<file path="config.mk">
export PLATFORM = sky130hd
export DESIGN_NAME = event_info_section_parser_core
export DESIGN_NICKNAME = d
export VERILOG_FILES = /design/src/hw/rtl/eisp_pkg.sv /design/src/hw/rtl/eisp_parser.sv /design/src/hw/rtl/eisp_out_buf.sv /design/src/hw/rtl/event_info_section_parser_core.sv
export VERILOG_INCLUDE_DIRS = /design/src /design/src/hw/rtl
export SDC_FILE = /design/constraint.sdc
export NUM_CORES = 1
export LEC_CHECK = 0
export BUFFER_PORTS_ARGS = -buffer_cell sky130_fd_sc_hd__buf_4
export CORE_MARGIN = 5
export CORE_UTILIZATION = 53
export CTS_CLUSTER_DIAMETER = 30
export DETAILED_ROUTE_END_ITERATION = 16
export PLACE_DENSITY = 0.79
export SLEW_MARGIN = 20
export SYNTH_ARGS = -nofsm -noshare
export SYNTH_HDL_FRONTEND = slang
export SYNTH_SLANG_ARGS = --single-unit
</file>
<file path="constraint.sdc">
create_clock -name clk_i -period 8.36 [get_ports clk_i]
set_input_delay 0.836 -clock clk_i [delete_from_list [all_inputs] [get_ports clk_i]]
set_output_delay 0.836 -clock clk_i [all_outputs]
set_load 0.01 [all_outputs]
</file>
<file path="src/hw/rtl/event_info_section_parser_core_macros.svh">
// Assertion helpers used by the parser core's result buffer.
`ifndef EVENT_INFO_SECTION_PARSER_CORE_MACROS_SVH
`define EVENT_INFO_SECTION_PARSER_CORE_MACROS_SVH

// Check a property on every rising clock edge outside reset.
`define EISP_ASSERT(lbl, prop, msg) \
  lbl: assert property (@(posedge clk_i) disable iff (!rst_ni) prop) \
    else $error(msg);

// Check a property on every rising clock edge, reset included.
`define EISP_ASSERT_ALWAYS(lbl, prop, msg) \
  lbl: assert property (@(posedge clk_i) prop) else $error(msg);

`endif

</file>
<file path="src/hw/rtl/eisp_pkg.sv">
package eisp_pkg;

  localparam int unsigned CodeW   = 5;
  localparam int unsigned ValueW  = 40;
  localparam int unsigned EventW  = 9;
  localparam int unsigned DescW   = 11;
  localparam int unsigned MaxRecs = 3;
  localparam int unsigned CntW    = 2;

  typedef enum logic [CodeW-1:0] {
    FC_TABLE_ID      = 5'd0,
    FC_SECTION_LEN   = 5'd1,
    FC_SERVICE_ID    = 5'd2,
    FC_VERSION       = 5'd3,
    FC_CURRENT_NEXT  = 5'd4,
    FC_SECTION_NUM   = 5'd5,
    FC_LAST_SECTION  = 5'd6,
    FC_TS_ID         = 5'd7,
    FC_NETWORK_ID    = 5'd8,
    FC_SEG_LAST_SECT = 5'd9,
    FC_LAST_TABLE_ID = 5'd10,
    FC_EVENT_ID      = 5'd11,
    FC_START_TIME    = 5'd12,
    FC_DURATION      = 5'd13,
    FC_RUNNING       = 5'd14,
    FC_LOOP_LEN      = 5'd15,
    FC_DESC_TAG      = 5'd16,
    FC_DESC_LEN      = 5'd17,
    FC_END           = 5'd18
  } field_code_e;

  typedef struct packed {
    field_code_e        code;
    logic [ValueW-1:0]  value;
    logic [EventW-1:0]  event_num;
    logic [DescW-1:0]   desc_num;
  } rec_t;

  // All records caused by one byte, in emission order.
  typedef struct packed {
    logic [CntW-1:0]     n;
    rec_t [MaxRecs-1:0]  recs;
  } grp_t;

endpackage

</file>
<file path="src/hw/rtl/eisp_parser.sv">
module eisp_parser (
  input  logic                clk_i,
  input  logic                rst_ni,
  input  logic                fire_i,
  input  logic [7:0]          data_byte_i,
  input  logic                section_start_i,
  output eisp_pkg::grp_t      grp_o
);

  typedef enum logic [2:0] {
    PH_HEADER,
    PH_EVENT,
    PH_DTAG,
    PH_DLEN,
    PH_DBODY,
    PH_SKIP,
    PH_IDLE
  } phase_e;

  phase_e      ph_q, ph_d;
  logic [12:0] pos_q, pos_d;
  logic [11:0] slen_q, slen_d;
  logic [3:0]  evpos_q, evpos_d;
  logic [11:0] loop_q, loop_d;
  logic [8:0]  dleft_q, dleft_d;
  logic [8:0]  evidx_q, evidx_d;
  logic [10:0] didx_q, didx_d;
  logic [39:0] acc_q, acc_d;

  always_comb begin
    phase_e          ph_c;
    logic [12:0]     pos_c;
    logic [11:0]     slen_c, loop_c, loop_dec;
    logic [3:0]      evpos_c;
    logic [8:0]      dleft_c, evidx_c;
    logic [10:0]     didx_c;
    logic [39:0]     acc_c;
    logic [13:0]     pos_inc;
    logic [12:0]     end_pos;
    logic [1:0]      nrec;
    logic            next_ev;
    eisp_pkg::grp_t  g;

    ph_c    = section_start_i ? PH_HEADER : ph_q;
    pos_c   = section_start_i ? '0 : pos_q;
    slen_c  = section_start_i ? '0 : slen_q;
    evpos_c = section_start_i ? '0 : evpos_q;
    loop_c  = section_start_i ? '0 : loop_q;
    dleft_c = section_start_i ? '0 : dleft_q;
    evidx_c = section_start_i ? '0 : evidx_q;
    didx_c  = section_start_i ? '0 : didx_q;
    acc_c   = section_start_i ? '0 : acc_q;

    ph_d    = ph_c;
    pos_d   = pos_c;
    slen_d  = slen_c;
    evpos_d = evpos_c;
    loop_d  = loop_c;
    dleft_d = dleft_c;
    evidx_d = evidx_c;
    didx_d  = didx_c;
    acc_d   = acc_c;

    g        = '0;
    nrec     = '0;
    next_ev  = 1'b0;
    loop_dec = loop_c - 12'd1;
    pos_inc  = {1'b0, pos_c} + 14'd1;
    end_pos  = '0;

    if (ph_c != PH_IDLE) begin
      acc_d = {acc_c[31:0], data_byte_i};

      // Stop event parsing once the CRC area is reached.
      if ((ph_c inside {PH_EVENT, PH_DTAG, PH_DLEN, PH_DBODY}) &&
          pos_inc >= {2'b00, slen_c}) begin
        ph_d = PH_SKIP;
      end

      case (ph_d)
        PH_HEADER: begin
          case (pos_c)
            13'd0: begin
              g.recs[nrec] = '{eisp_pkg::FC_TABLE_ID, 40'(data_byte_i), '0, '0};
              nrec = nrec + 2'd1;
            end
            13'd2: begin
              slen_d = acc_d[11:0];
              g.recs[nrec] = '{eisp_pkg::FC_SECTION_LEN, 40'(acc_d[11:0]), '0, '0};
              nrec = nrec + 2'd1;
            end
            13'd4: begin
              g.recs[nrec] = '{eisp_pkg::FC_SERVICE_ID, 40'(acc_d[15:0]), '0, '0};
              nrec = nrec + 2'd1;
            end
            13'd5: begin
              g.recs[nrec] = '{eisp_pkg::FC_VERSION, 40'(data_byte_i[5:1]), '0, '0};
              nrec = nrec + 2'd1;
              g.recs[nrec] = '{eisp_pkg::FC_CURRENT_NEXT, 40'(data_byte_i[0]), '0, '0};
              nrec = nrec + 2'd1;
            end
            13'd6: begin
              g.recs[nrec] = '{eisp_pkg::FC_SECTION_NUM, 40'(data_byte_i), '0, '0};
              nrec = nrec + 2'd1;
            end
            13'd7: begin
              g.recs[nrec] = '{eisp_pkg::FC_LAST_SECTION, 40'(data_byte_i), '0, '0};
              nrec = nrec + 2'd1;
            end
            13'd9: begin
              g.recs[nrec] = '{eisp_pkg::FC_TS_ID, 40'(acc_d[15:0]), '0, '0};
              nrec = nrec + 2'd1;
            end
            13'd11: begin
              g.recs[nrec] = '{eisp_pkg::FC_NETWORK_ID, 40'(acc_d[15:0]), '0, '0};
              nrec = nrec + 2'd1;
            end
            13'd12: begin
              g.recs[nrec] = '{eisp_pkg::FC_SEG_LAST_SECT, 40'(data_byte_i), '0, '0};
              nrec = nrec + 2'd1;
            end
            13'd13: begin
              g.recs[nrec] = '{eisp_pkg::FC_LAST_TABLE_ID, 40'(data_byte_i), '0, '0};
              nrec = nrec + 2'd1;
              ph_d    = PH_EVENT;
              evpos_d = '0;
            end
            default: ;
          endcase
        end
        PH_EVENT: begin
          if (evpos_c == 4'd0 && data_byte_i == 8'hff) begin
            ph_d = PH_SKIP;
          end else begin
            case (evpos_c)
              4'd1: begin
                g.recs[nrec] = '{eisp_pkg::FC_EVENT_ID, 40'(acc_d[15:0]), evidx_c, '0};
                nrec = nrec + 2'd1;
              end
              4'd6: begin
                g.recs[nrec] = '{eisp_pkg::FC_START_TIME, acc_d, evidx_c, '0};
                nrec = nrec + 2'd1;
              end
              4'd9: begin
                g.recs[nrec] = '{eisp_pkg::FC_DURATION, 40'(acc_d[23:0]), evidx_c, '0};
                nrec = nrec + 2'd1;
              end
              4'd10: begin
                g.recs[nrec] = '{eisp_pkg::FC_RUNNING, 40'(data_byte_i[7:5]), evidx_c, '0};
                nrec = nrec + 2'd1;
              end
              default: ;
            endcase
            if (evpos_c >= 4'd11) begin
              loop_d = acc_d[11:0];
              g.recs[nrec] = '{eisp_pkg::FC_LOOP_LEN, 40'(acc_d[11:0]), evidx_c, '0};
              nrec = nrec + 2'd1;
              if (acc_d[11:0] == 12'd0) begin
                next_ev = 1'b1;
              end else begin
                didx_d = '0;
                ph_d   = PH_DTAG;
              end
            end else begin
              evpos_d = evpos_c + 4'd1;
            end
          end
        end
        PH_DTAG: begin
          g.recs[nrec] = '{eisp_pkg::FC_DESC_TAG, 40'(data_byte_i), evidx_c, didx_c};
          nrec   = nrec + 2'd1;
          loop_d = loop_dec;
          if (loop_dec == 12'd0) begin
            next_ev = 1'b1;
          end else begin
            ph_d = PH_DLEN;
          end
        end
        PH_DLEN: begin
          g.recs[nrec] = '{eisp_pkg::FC_DESC_LEN, 40'(data_byte_i), evidx_c, didx_c};
          nrec    = nrec + 2'd1;
          loop_d  = loop_dec;
          dleft_d = 9'(data_byte_i);
          if (loop_dec == 12'd0) begin
            next_ev = 1'b1;
          end else if (data_byte_i == 8'd0) begin
            didx_d = didx_c + 11'd1;
            ph_d   = PH_DTAG;
          end else begin
            ph_d = PH_DBODY;
          end
        end
        PH_DBODY: begin
          loop_d  = loop_dec;
          dleft_d = dleft_c - 9'd1;
          if (loop_dec == 12'd0) begin
            next_ev = 1'b1;
          end else if (dleft_d == 9'd0) begin
            didx_d = didx_c + 11'd1;
            ph_d   = PH_DTAG;
          end
        end
        default: ;
      endcase

      if (next_ev) begin
        evidx_d = evidx_c + 9'd1;
        didx_d  = '0;
        evpos_d = '0;
        ph_d    = PH_EVENT;
      end

      // The byte at section length plus two closes the section.
      end_pos = {1'b0, slen_d} + 13'd2;
      if (pos_c >= 13'd2 && pos_c == end_pos) begin
        g.recs[nrec] = '{eisp_pkg::FC_END, '0, '0, '0};
        nrec = nrec + 2'd1;
        ph_d = PH_IDLE;
      end else begin
        pos_d = pos_c + 13'd1;
      end
    end

    g.n   = nrec;
    grp_o = g;
  end

  always_ff @(posedge clk_i or negedge rst_ni) begin
    if (!rst_ni) begin
      ph_q    <= PH_HEADER;
      pos_q   <= '0;
      slen_q  <= '0;
      evpos_q <= '0;
      loop_q  <= '0;
      dleft_q <= '0;
      evidx_q <= '0;
      didx_q  <= '0;
      acc_q   <= '0;
    end else if (fire_i) begin
      ph_q    <= ph_d;
      pos_q   <= pos_d;
      slen_q  <= slen_d;
      evpos_q <= evpos_d;
      loop_q  <= loop_d;
      dleft_q <= dleft_d;
      evidx_q <= evidx_d;
      didx_q  <= didx_d;
      acc_q   <= acc_d;
    end
  end

endmodule

</file>
<file path="src/hw/rtl/eisp_out_buf.sv">
`include "event_info_section_parser_core_macros.svh"

module eisp_out_buf (
  input  logic            clk_i,
  input  logic            rst_ni,
  input  logic            load_i,
  input  eisp_pkg::grp_t  grp_i,
  output logic            can_load_o,
  output eisp_pkg::rec_t  rec_o,
  output logic            out_valid_o,
  output logic            last_o,
  input  logic            out_ready_i
);

  eisp_pkg::rec_t [eisp_pkg::MaxRecs-1:0] slots_q, slots_d;
  logic [eisp_pkg::CntW-1:0]              cnt_q, cnt_d;
  logic                                   pop;

  assign pop        = (cnt_q != '0) && out_ready_i;
  assign can_load_o = (cnt_q == '0) || (cnt_q == 2'd1 && out_ready_i);

  always_comb begin
    slots_d = slots_q;
    cnt_d   = cnt_q;
    if (load_i) begin
      slots_d = grp_i.recs;
      cnt_d   = grp_i.n;
    end else if (pop) begin
      slots_d[0] = slots_q[1];
      slots_d[1] = slots_q[2];
      cnt_d      = cnt_q - 2'd1;
    end
  end

  always_ff @(posedge clk_i or negedge rst_ni) begin
    if (!rst_ni) begin
      cnt_q <= '0;
    end else begin
      cnt_q <= cnt_d;
    end
  end

  always_ff @(posedge clk_i) begin
    slots_q <= slots_d;
  end

  assign rec_o       = slots_q[0];
  assign out_valid_o = (cnt_q != '0);
  assign last_o      = (cnt_q == 2'd1);

  `EISP_ASSERT(a_load_when_drained,
      load_i |-> (cnt_q == 2'd0 || (cnt_q == 2'd1 && pop)),
      "group loaded over undelivered records")
  `EISP_ASSERT(a_stall_holds,
      (cnt_q != 2'd0 && !out_ready_i && !load_i) |=>
        ($stable(slots_q[0]) && cnt_q == $past(cnt_q)),
      "stalled record changed")
  `EISP_ASSERT(a_load_shows,
      (load_i && grp_i.n != 2'd0) |=> (out_valid_o && cnt_q == $past(grp_i.n)),
      "loaded group not presented")
  `EISP_ASSERT(a_cnt_max, cnt_q != 2'd3 || !last_o, "last flag with full buffer")

endmodule

</file>
<file path="src/hw/rtl/event_info_section_parser_core.sv">
// Event information section parser: one section byte in, tagged field records out.
// Path: an accepted byte waits in the input register, then loads its records into the
//   result buffer, which drains one record per cycle while out_ready_i is high; so the
//   input takes one byte per cycle while each byte yields at most one record, else waits.
// Reset: asynchronous, active low; parser returns to the header phase with counters cleared.

module event_info_section_parser_core (
  input  logic        clk_i,
  input  logic        rst_ni,
  // byte input channel
  input  logic        in_valid_i,
  output logic        in_ready_o,
  input  logic [7:0]  data_byte_i,
  input  logic        section_start_i,
  // record output channel
  output logic        out_valid_o,
  input  logic        out_ready_i,
  output logic [4:0]  field_code_o,
  output logic [39:0] field_value_o,
  output logic [8:0]  event_number_o,
  output logic [10:0] descriptor_number_o,
  output logic        last_of_run_o
);

  // Input register: holds one accepted transaction until the parser can
  // hand its records to the result buffer.
  logic       inq_valid_q;
  logic [7:0] inq_byte_q;
  logic       inq_start_q;

  logic           can_load;
  logic           advance;
  eisp_pkg::grp_t grp;
  eisp_pkg::rec_t rec;

  // Advance the held byte once the result buffer is empty, or is
  // releasing its final record in this same cycle.
  assign advance    = inq_valid_q && can_load;
  assign in_ready_o = !inq_valid_q || advance;

  always_ff @(posedge clk_i or negedge rst_ni) begin
    if (!rst_ni) begin
      inq_valid_q <= 1'b0;
    end else if (in_ready_o) begin
      inq_valid_q <= in_valid_i;
    end
  end

  always_ff @(posedge clk_i) begin
    if (in_ready_o && in_valid_i) begin
      inq_byte_q  <= data_byte_i;
      inq_start_q <= section_start_i;
    end
  end

  // Parse step: all state updates and up to three records for one byte.
  eisp_parser u_parser (
    .clk_i           (clk_i),
    .rst_ni          (rst_ni),
    .fire_i          (advance),
    .data_byte_i     (inq_byte_q),
    .section_start_i (inq_start_q),
    .grp_o           (grp)
  );

  // Result buffer: holds one byte's records and presents them in order.
  eisp_out_buf u_out_buf (
    .clk_i       (clk_i),
    .rst_ni      (rst_ni),
    .load_i      (advance),
    .grp_i       (grp),
    .can_load_o  (can_load),
    .rec_o       (rec),
    .out_valid_o (out_valid_o),
    .last_o      (last_of_run_o),
    .out_ready_i (out_ready_i)
  );

  assign field_code_o        = rec.code;
  assign field_value_o       = rec.value;
  assign event_number_o      = rec.event_num;
  assign descriptor_number_o = rec.desc_num;

endmodule

</file>
==> qor.csv, run 1 <==
metric,value,unit
maxSlewHeadroom,25.4,%
insertedDiodeCount,0,
wire_per_inst,19.8,µm
synth_area,0.0128,mm²
row_count,56,
fp.dieH,165,µm
cp.required,8.76,ns
clk_pin_slew,0.05,ns
cp-start-kind,register,
grt_pass1_wl,55000,µm
numClockSinks,208,
antenna_found_initial,1,
route.detailed.drc,0,
final_cell_mix,"nand2_1, dfrtp_1, edfxtp_1",
top_layer,met5,
worstPathMaxFanout,20,
rsz0062_at_grt,false,
dp_hpwl,22200,µm
dr_wl_met3,3480,µm
ys.flop_type,dfrtp_1,
finalSetupTns,0,ns
die-area,0.0273,mm²
grt_max_degree,72,
drt-met1-wl,13700,µm
cts-resized-gates,0,
clock_path_buffers,3,
finalPower,5.38,mW
drt_wl_total,34400,µm
fin_hold_ws,0.386,ns
vias,10900,
synth_area_per_cell,9.15,µm²
tightest_slew,1.12,ns
slew_viol_final,0,
post_route_cells_drive_above_1_share,14.9,%
drtIter0Drc,1494,
p_per_area,369,mW/mm²
p_leak,6.07,nW
drt-vias-per-instance,6.28,
hold_buffers,0,
ys_types,86,
final_core_util,61.7,%
synth_top_area_share,23.5,%
max_freq,0.162,GHz
die_w,165,µm
fin_cells,1734,
synthTopCellsByArea,"edfxtp_1, dfrtp_1, nand2_1",
maxCapViolCount,0,
antenna_left,0,
period_share,73.6,%
synth-edff-count,100,
hold_viol_final,0,
seq_area_frac_synth,44.6,%
layout.nets,1421,
wl_met2,15600,µm
numCtsBuffers,44,
skew,0.0213,ns
dpl_cell_area,0.0130,mm²
final-setup-viol-count,0,
final_common_cell,nand2_1,
area_growth,13.9,%
cts_tree,done,
worstSetupPathType,reg2reg,
synthArstFlopShare,51.9,%
core_area,0.0236,mm²
setup_ws,2.20,ns
hold_class,in2async,
cts_max_level,2,
arrival,6.55,ns
grt_pass1_vias,10400,
worstSkewPairLatency,0.54,ns
post_cts_buffers,0,
yosysWarnings,0,
first_pass_iters,6,
yosysTopAreaCell,edfxtp_1,
status,"finished, final reports clean",
dp_slack,2.19,ns
grt.total_usage,25.2,%
grt-ovfl-total,0,
syn_nets,1440,
port_buffers,80,
ys_ff_latch,208,
ioPinCount,81,
clockRootBuffer,clkbuf_16,
ir_worst_vdd,0.190,mV
gp_congestion,1.02,
synthCells,1398,
fin_area,0.0146,mm²
start_util,54.2,%
endpoint_kind,register,
finalCriticalPeriod,6.16,ns
dp_cells,1652,
synth_stat cells (8+ instances only):
cell	instances
a32o_1	18
a211oi_1	10
nor3_1	35
mux2i_1	11
and3_1	28
inv_1	30
buf_1	10
a31oi_1	11
a22oi_1	12
ha_1	29
or3_1	8
edfxtp_1	100
nand2_1	196
nor2b_1	32
nand2b_1	11
xor2_1	23
buf_4	70
nor4_1	19
xnor2_1	22
dfrtp_1	108
mux2_2	9
a22o_1	18
and2_1	50
nand4_1	14
nand3_1	51
o22ai_1	13
a21oi_1	56
nor2_1	97
clkbuf_1	73
buf_2	8
o21ai_0	96
layer usage:
| layer | global-route usage, % | vias up |
|---|---|---|
| li1 | - | 4964 |
| met1 | 33.8 | 5137 |
| met2 | 39.3 | 646 |
| met3 | 5.44 | 132 |
| met4 | 11.4 | 2 |
| met5 | 0 | - |
worst paths after layout:
check / startpoint / endpoint / slack, ns / depth (start not counted)
min in group clk_i: u_parser.acc_q[30] / u_parser.acc_q[30] / 0.47 / 2
max reg2reg: u_parser.pos_q[0] / u_out_buf.rec_o[46] / 2.20 / 19
min: rst_ni / u_parser.slen_q[10] / 0.39 / 1
max: u_parser.pos_q[0] / u_out_buf.rec_o[46] / 2.20 / 19
max in group asynchronous: rst_ni / u_parser.dleft_q[7] / 6.69 / 2
min reg2reg: u_parser.acc_q[30] / u_parser.acc_q[30] / 0.47 / 2
power by group:
part	internal (mW)	switching [mW]
logic	0.679	1.21
registers	1.45	0.307
clock network	1.15	0.589
total	3.28	2.11
registers in the layout, summed over array words and instances, names as in the netlist:
signal,cells
inq_byte_q,8
u_parser.evpos_q,4
u_out_buf.cnt_q,2
u_parser.slen_q,12
u_parser.acc_q,32
u_parser.loop_q,12
u_out_buf.slots_q,26
u_parser.dleft_q,9
u_parser.evidx_q,9
u_parser.didx_q,11
u_parser.ph_q,3
inq_start_q,1
u_out_buf.rec_o,65
u_parser.pos_q,13
inq_valid_q,1
worst max-delay path: stages (launching register included):
cell       delay, ns
dfrtp_1         0.71
nor2b_1         0.38
and4_1          0.40
nand2_1         0.12
nor2_1          0.22
nand2_1         0.12
or3_1           0.44
xnor2_1         0.16
ha_1            0.31
nand4_1         0.10
a211oi_1        0.05
a221oi_1        0.49
nand4_1         0.35
nand2b_1        0.27
nor2_1          0.23
a21o_1          0.18
inv_1           0.08
ha_1            0.33
a2111oi_4       0.80
and2_1          0.25
logic make-up (layout without fill, tap and decap cells):
logic type	after synthesis	after routing	share of synthesized area [%]
DFF	208	208	44.6
buffers and inverters	194	211	7.94
muxes	20	20	1.65
AOI/OAI and AO/OA	317	317	16.9
and+or+nand+nor	585	585	23.0
adders and majority gates	29	29	2.84
xor gates and xnor gates	45	45	3.08
area by class of cell:
type / instances / area [µm²]
Sequential cell: 208 / 5710
Inverter: 31 / 116
Fill cell: 1895 / 9040
Tap cell: 319 / 399
Timing Repair Buffer: 98 / 736
Multi-Input combinational cell: 996 / 6100
Clock buffer: 57 / 1230
Clock inverter: 25 / 284
Note: power is estimated with default switching activity, not from simulation.
==> run 2, diff against run 1 <==
Settings changed: PLACE_DENSITY 0.79 to 0.82.
Clock period 8.36 ns to 5.6 ns, I/O delays scaled along.
==> run 2 against run 1 <==
  * Register-to-register slack worse by 2.0 ns
  * Final cell count grew 1.1%
  * Non-clock buffer count up 22
  * Sequential cell count unchanged
  * Worst setup slack got worse by 2.0 ns
  * Largest cell class unchanged
==> qor.csv, run 2 (synthesized netlist as in run 1, its figures left out) <==
metric,value,unit,change
status,"finished, final reports clean",,
p_sw_share,39.1,%,-0.044 points
p_per_area,552,mW/mm²,+50%
vias,11000,,+0.89%
critPathTopFamily,simple AND/OR/NAND/NOR gates,,
drt-met1-wl,14200,µm,+3.6%
hold_class,in2async,,
finalSetupTns,0,ns,unchanged
drt_wl_total,35900,µm,+4.6%
clk_pin_slew,0.06,ns,about the same
final-setup-viol-count,0,,unchanged
first_pass_iters,5,,-1
maxSlewHeadroom,38.9,%,+14 points
port_buffers,80,,unchanged
rsz0062_at_grt,false,,
numClockSinks,208,,unchanged
grt_max_degree,66,,-8.3%
grt.total_usage,26.5,%,+1.3 points
post_route_cells_drive_above_1_share,16.1,%,+1.2 points
grt-ovfl-total,0,,unchanged
grt_pass1_vias,10600,,+2.1%
die-area,0.0273,mm²,unchanged
finalCriticalPeriod,5.38,ns,-0.774 ns
p_int,4.95,mW,+51%
worstSetupPathType,reg2reg,,
hold_viol_final,0,,unchanged
row_count,56,,unchanged
area_growth,15.1,%,
cp.buffers_inverters,1,,unchanged
cp-start-kind,register,,
slew_viol_final,0,,unchanged
ioPinCount,81,,unchanged
skew,0.0265,ns,+0.00520 ns
p_comb_share,37.0,%,+1.9 points
p_leak,6.16,nW,+1.4%
insertedDiodeCount,0,,unchanged
cp.required,5.88,ns,-2.88 ns
route.detailed.drc,0,,unchanged
numCtsBuffers,43,,-2.3%
endpoint_kind,register,,
start_util,54.2,%,unchanged
layout.nets,1442,,+1.5%
final_common_cell,nand2_1,,
cts_max_level,2,,unchanged
worstPathCellList,buf_4 > or3b_1 > or4_4 > nor2_1 > nand2_1 > o21ai_0 > ha_1 > nand3_1 > xor2_1 > o22ai_1 > and3_1 > o211ai_1 > nor4_1 > and4_1 > a21oi_4 > a32o_1,,
maxCapViolCount,0,,unchanged
largest_register_ffs,65,,unchanged
dp_hpwl,23200,µm,+4.4%
dr_wl_met3,3860,µm,+11%
finalPower,8.13,mW,+51%
worstPathMaxFanout,27,,+35%
p_clk_share,31.7,%,-0.6 points
arrival,5.66,ns,-0.89 ns
gp_congestion,0.991,,-2.4%
drtIter0Drc,1329,,-11%
clock_path_buffers,3,,unchanged
antenna_found_initial,0,,-1
seqPwrFrac,31.4,%,-1.2 points
cts_tree,done,,
max_freq,0.186,GHz,+14%
top_layer,met4,,
p_sw,3.18,mW,+51%
tightest_slew,0.916,ns,-0.200 ns
die_w,165,µm,unchanged
antenna_left,0,,unchanged
drt-vias-per-instance,6.26,,-0.20%
core_area,0.0236,mm²,unchanged
grt_pass1_wl,57300,µm,+4.3%
ir_worst_vdd,0.308,mV,+62%
period_share,96.1,%,+22 points
worstSkewPairLatency,0.54,ns,about the same
wl_met2,16500,µm,+5.6%
wire_per_inst,20.5,µm,+3.4%
critPathMaxStageDelay,0.81,ns,about the same
fp.dieH,165,µm,unchanged
clockRootBuffer,clkbuf_16,,
worst_path_max_delay_cell,and4_1,,
final_cell_mix,"nand2_1, buf_4, dfrtp_1",,
-- run 2: cell types whose count changed in the layout (fill, tap and decap cells not counted), sizes merged --
cell	change
buf	+22
clkbuf	-6
inv	-6
clkinv	+4
clkinvlp	+3
bufinv	+2
-- run 2: per-stage QoR --
stage,setup slack (ns),std cells,hold slack (ns),utilization (%),instance area (µm²)
6_report,0.218,1753,0.0606,62.3,14700
5_1_grt,0.00494,1753,0.111,62.3,14700
4_1_cts,0.115,1752,0.0763,62.2,14700
3_5_place_dp,0.238,1673,0.466,55.9,13200
3_3_place_gp,0.364,1673,0.453,55.9,13200
2_1_floorplan,0.0541,1398,0.264,-,12800
-- run 2: repair_timing --
item,in CTS,in global routing
setup endpoints to repair,0,12
buffers inserted,0,1
hold buffers,0,0
gates resized for setup,0,0
-- run 2: path summary, 6_finish.rpt --
check / from / end / slack (ns) / cells after the start
min in group clk_i: data_byte_i[4] / inq_byte_q[4] / 0.22 / 1
worst max-delay path: u_parser.pos_q[0] / u_out_buf.rec_o[26] / 0.22 / 16
worst min register to register: u_parser.acc_q[26] / u_parser.acc_q[26] / 0.47 / 2
worst max register to register: u_parser.pos_q[0] / u_out_buf.rec_o[26] / 0.22 / 16
max in group asynchronous: rst_ni / u_parser.pos_q[5] / 4.19 / 2
worst min-delay path: rst_ni / u_parser.acc_q[17] / 0.06 / 1
-- run 2: cell type report --
| class | instances | area [µm²] |
|---|---|---|
| clock buffers | 51 | 1160 |
| clock inverters | 28 | 339 |
| fillers | 1868 | 8890 |
| inverters | 31 | 116 |
| multi-input cells | 996 | 6090 |
| flip-flops and latches | 208 | 5710 |
| well taps | 319 | 399 |
| repair buffers | 120 | 913 |
-- run 2: power by group through the flow --
| stage | clock network (mW) | logic [mW] | registers, mW |
|---|---|---|---|
| final | 2.57 | 3.01 | 2.55 |
| after global routing | 2.68 | 3.29 | 2.60 |
| after CTS | 2.60 | 2.96 | 2.54 |
| after detailed placement | 0 | 2.92 | 2.55 |
| after global placement | 0 | 2.86 | 2.54 |
| after floorplan | 0 | 2.25 | 2.38 |
-- run 2: routing by layer --
| layer | vias to the layer above | global-route usage (%) |
|---|---|---|
| li1 | 5005 | - |
| met1 | 5234 | 36.0 |
| met2 | 621 | 41.5 |
| met3 | 118 | 6.11 |
| met4 | 0 | 10.2 |
| met5 | - | 0 |
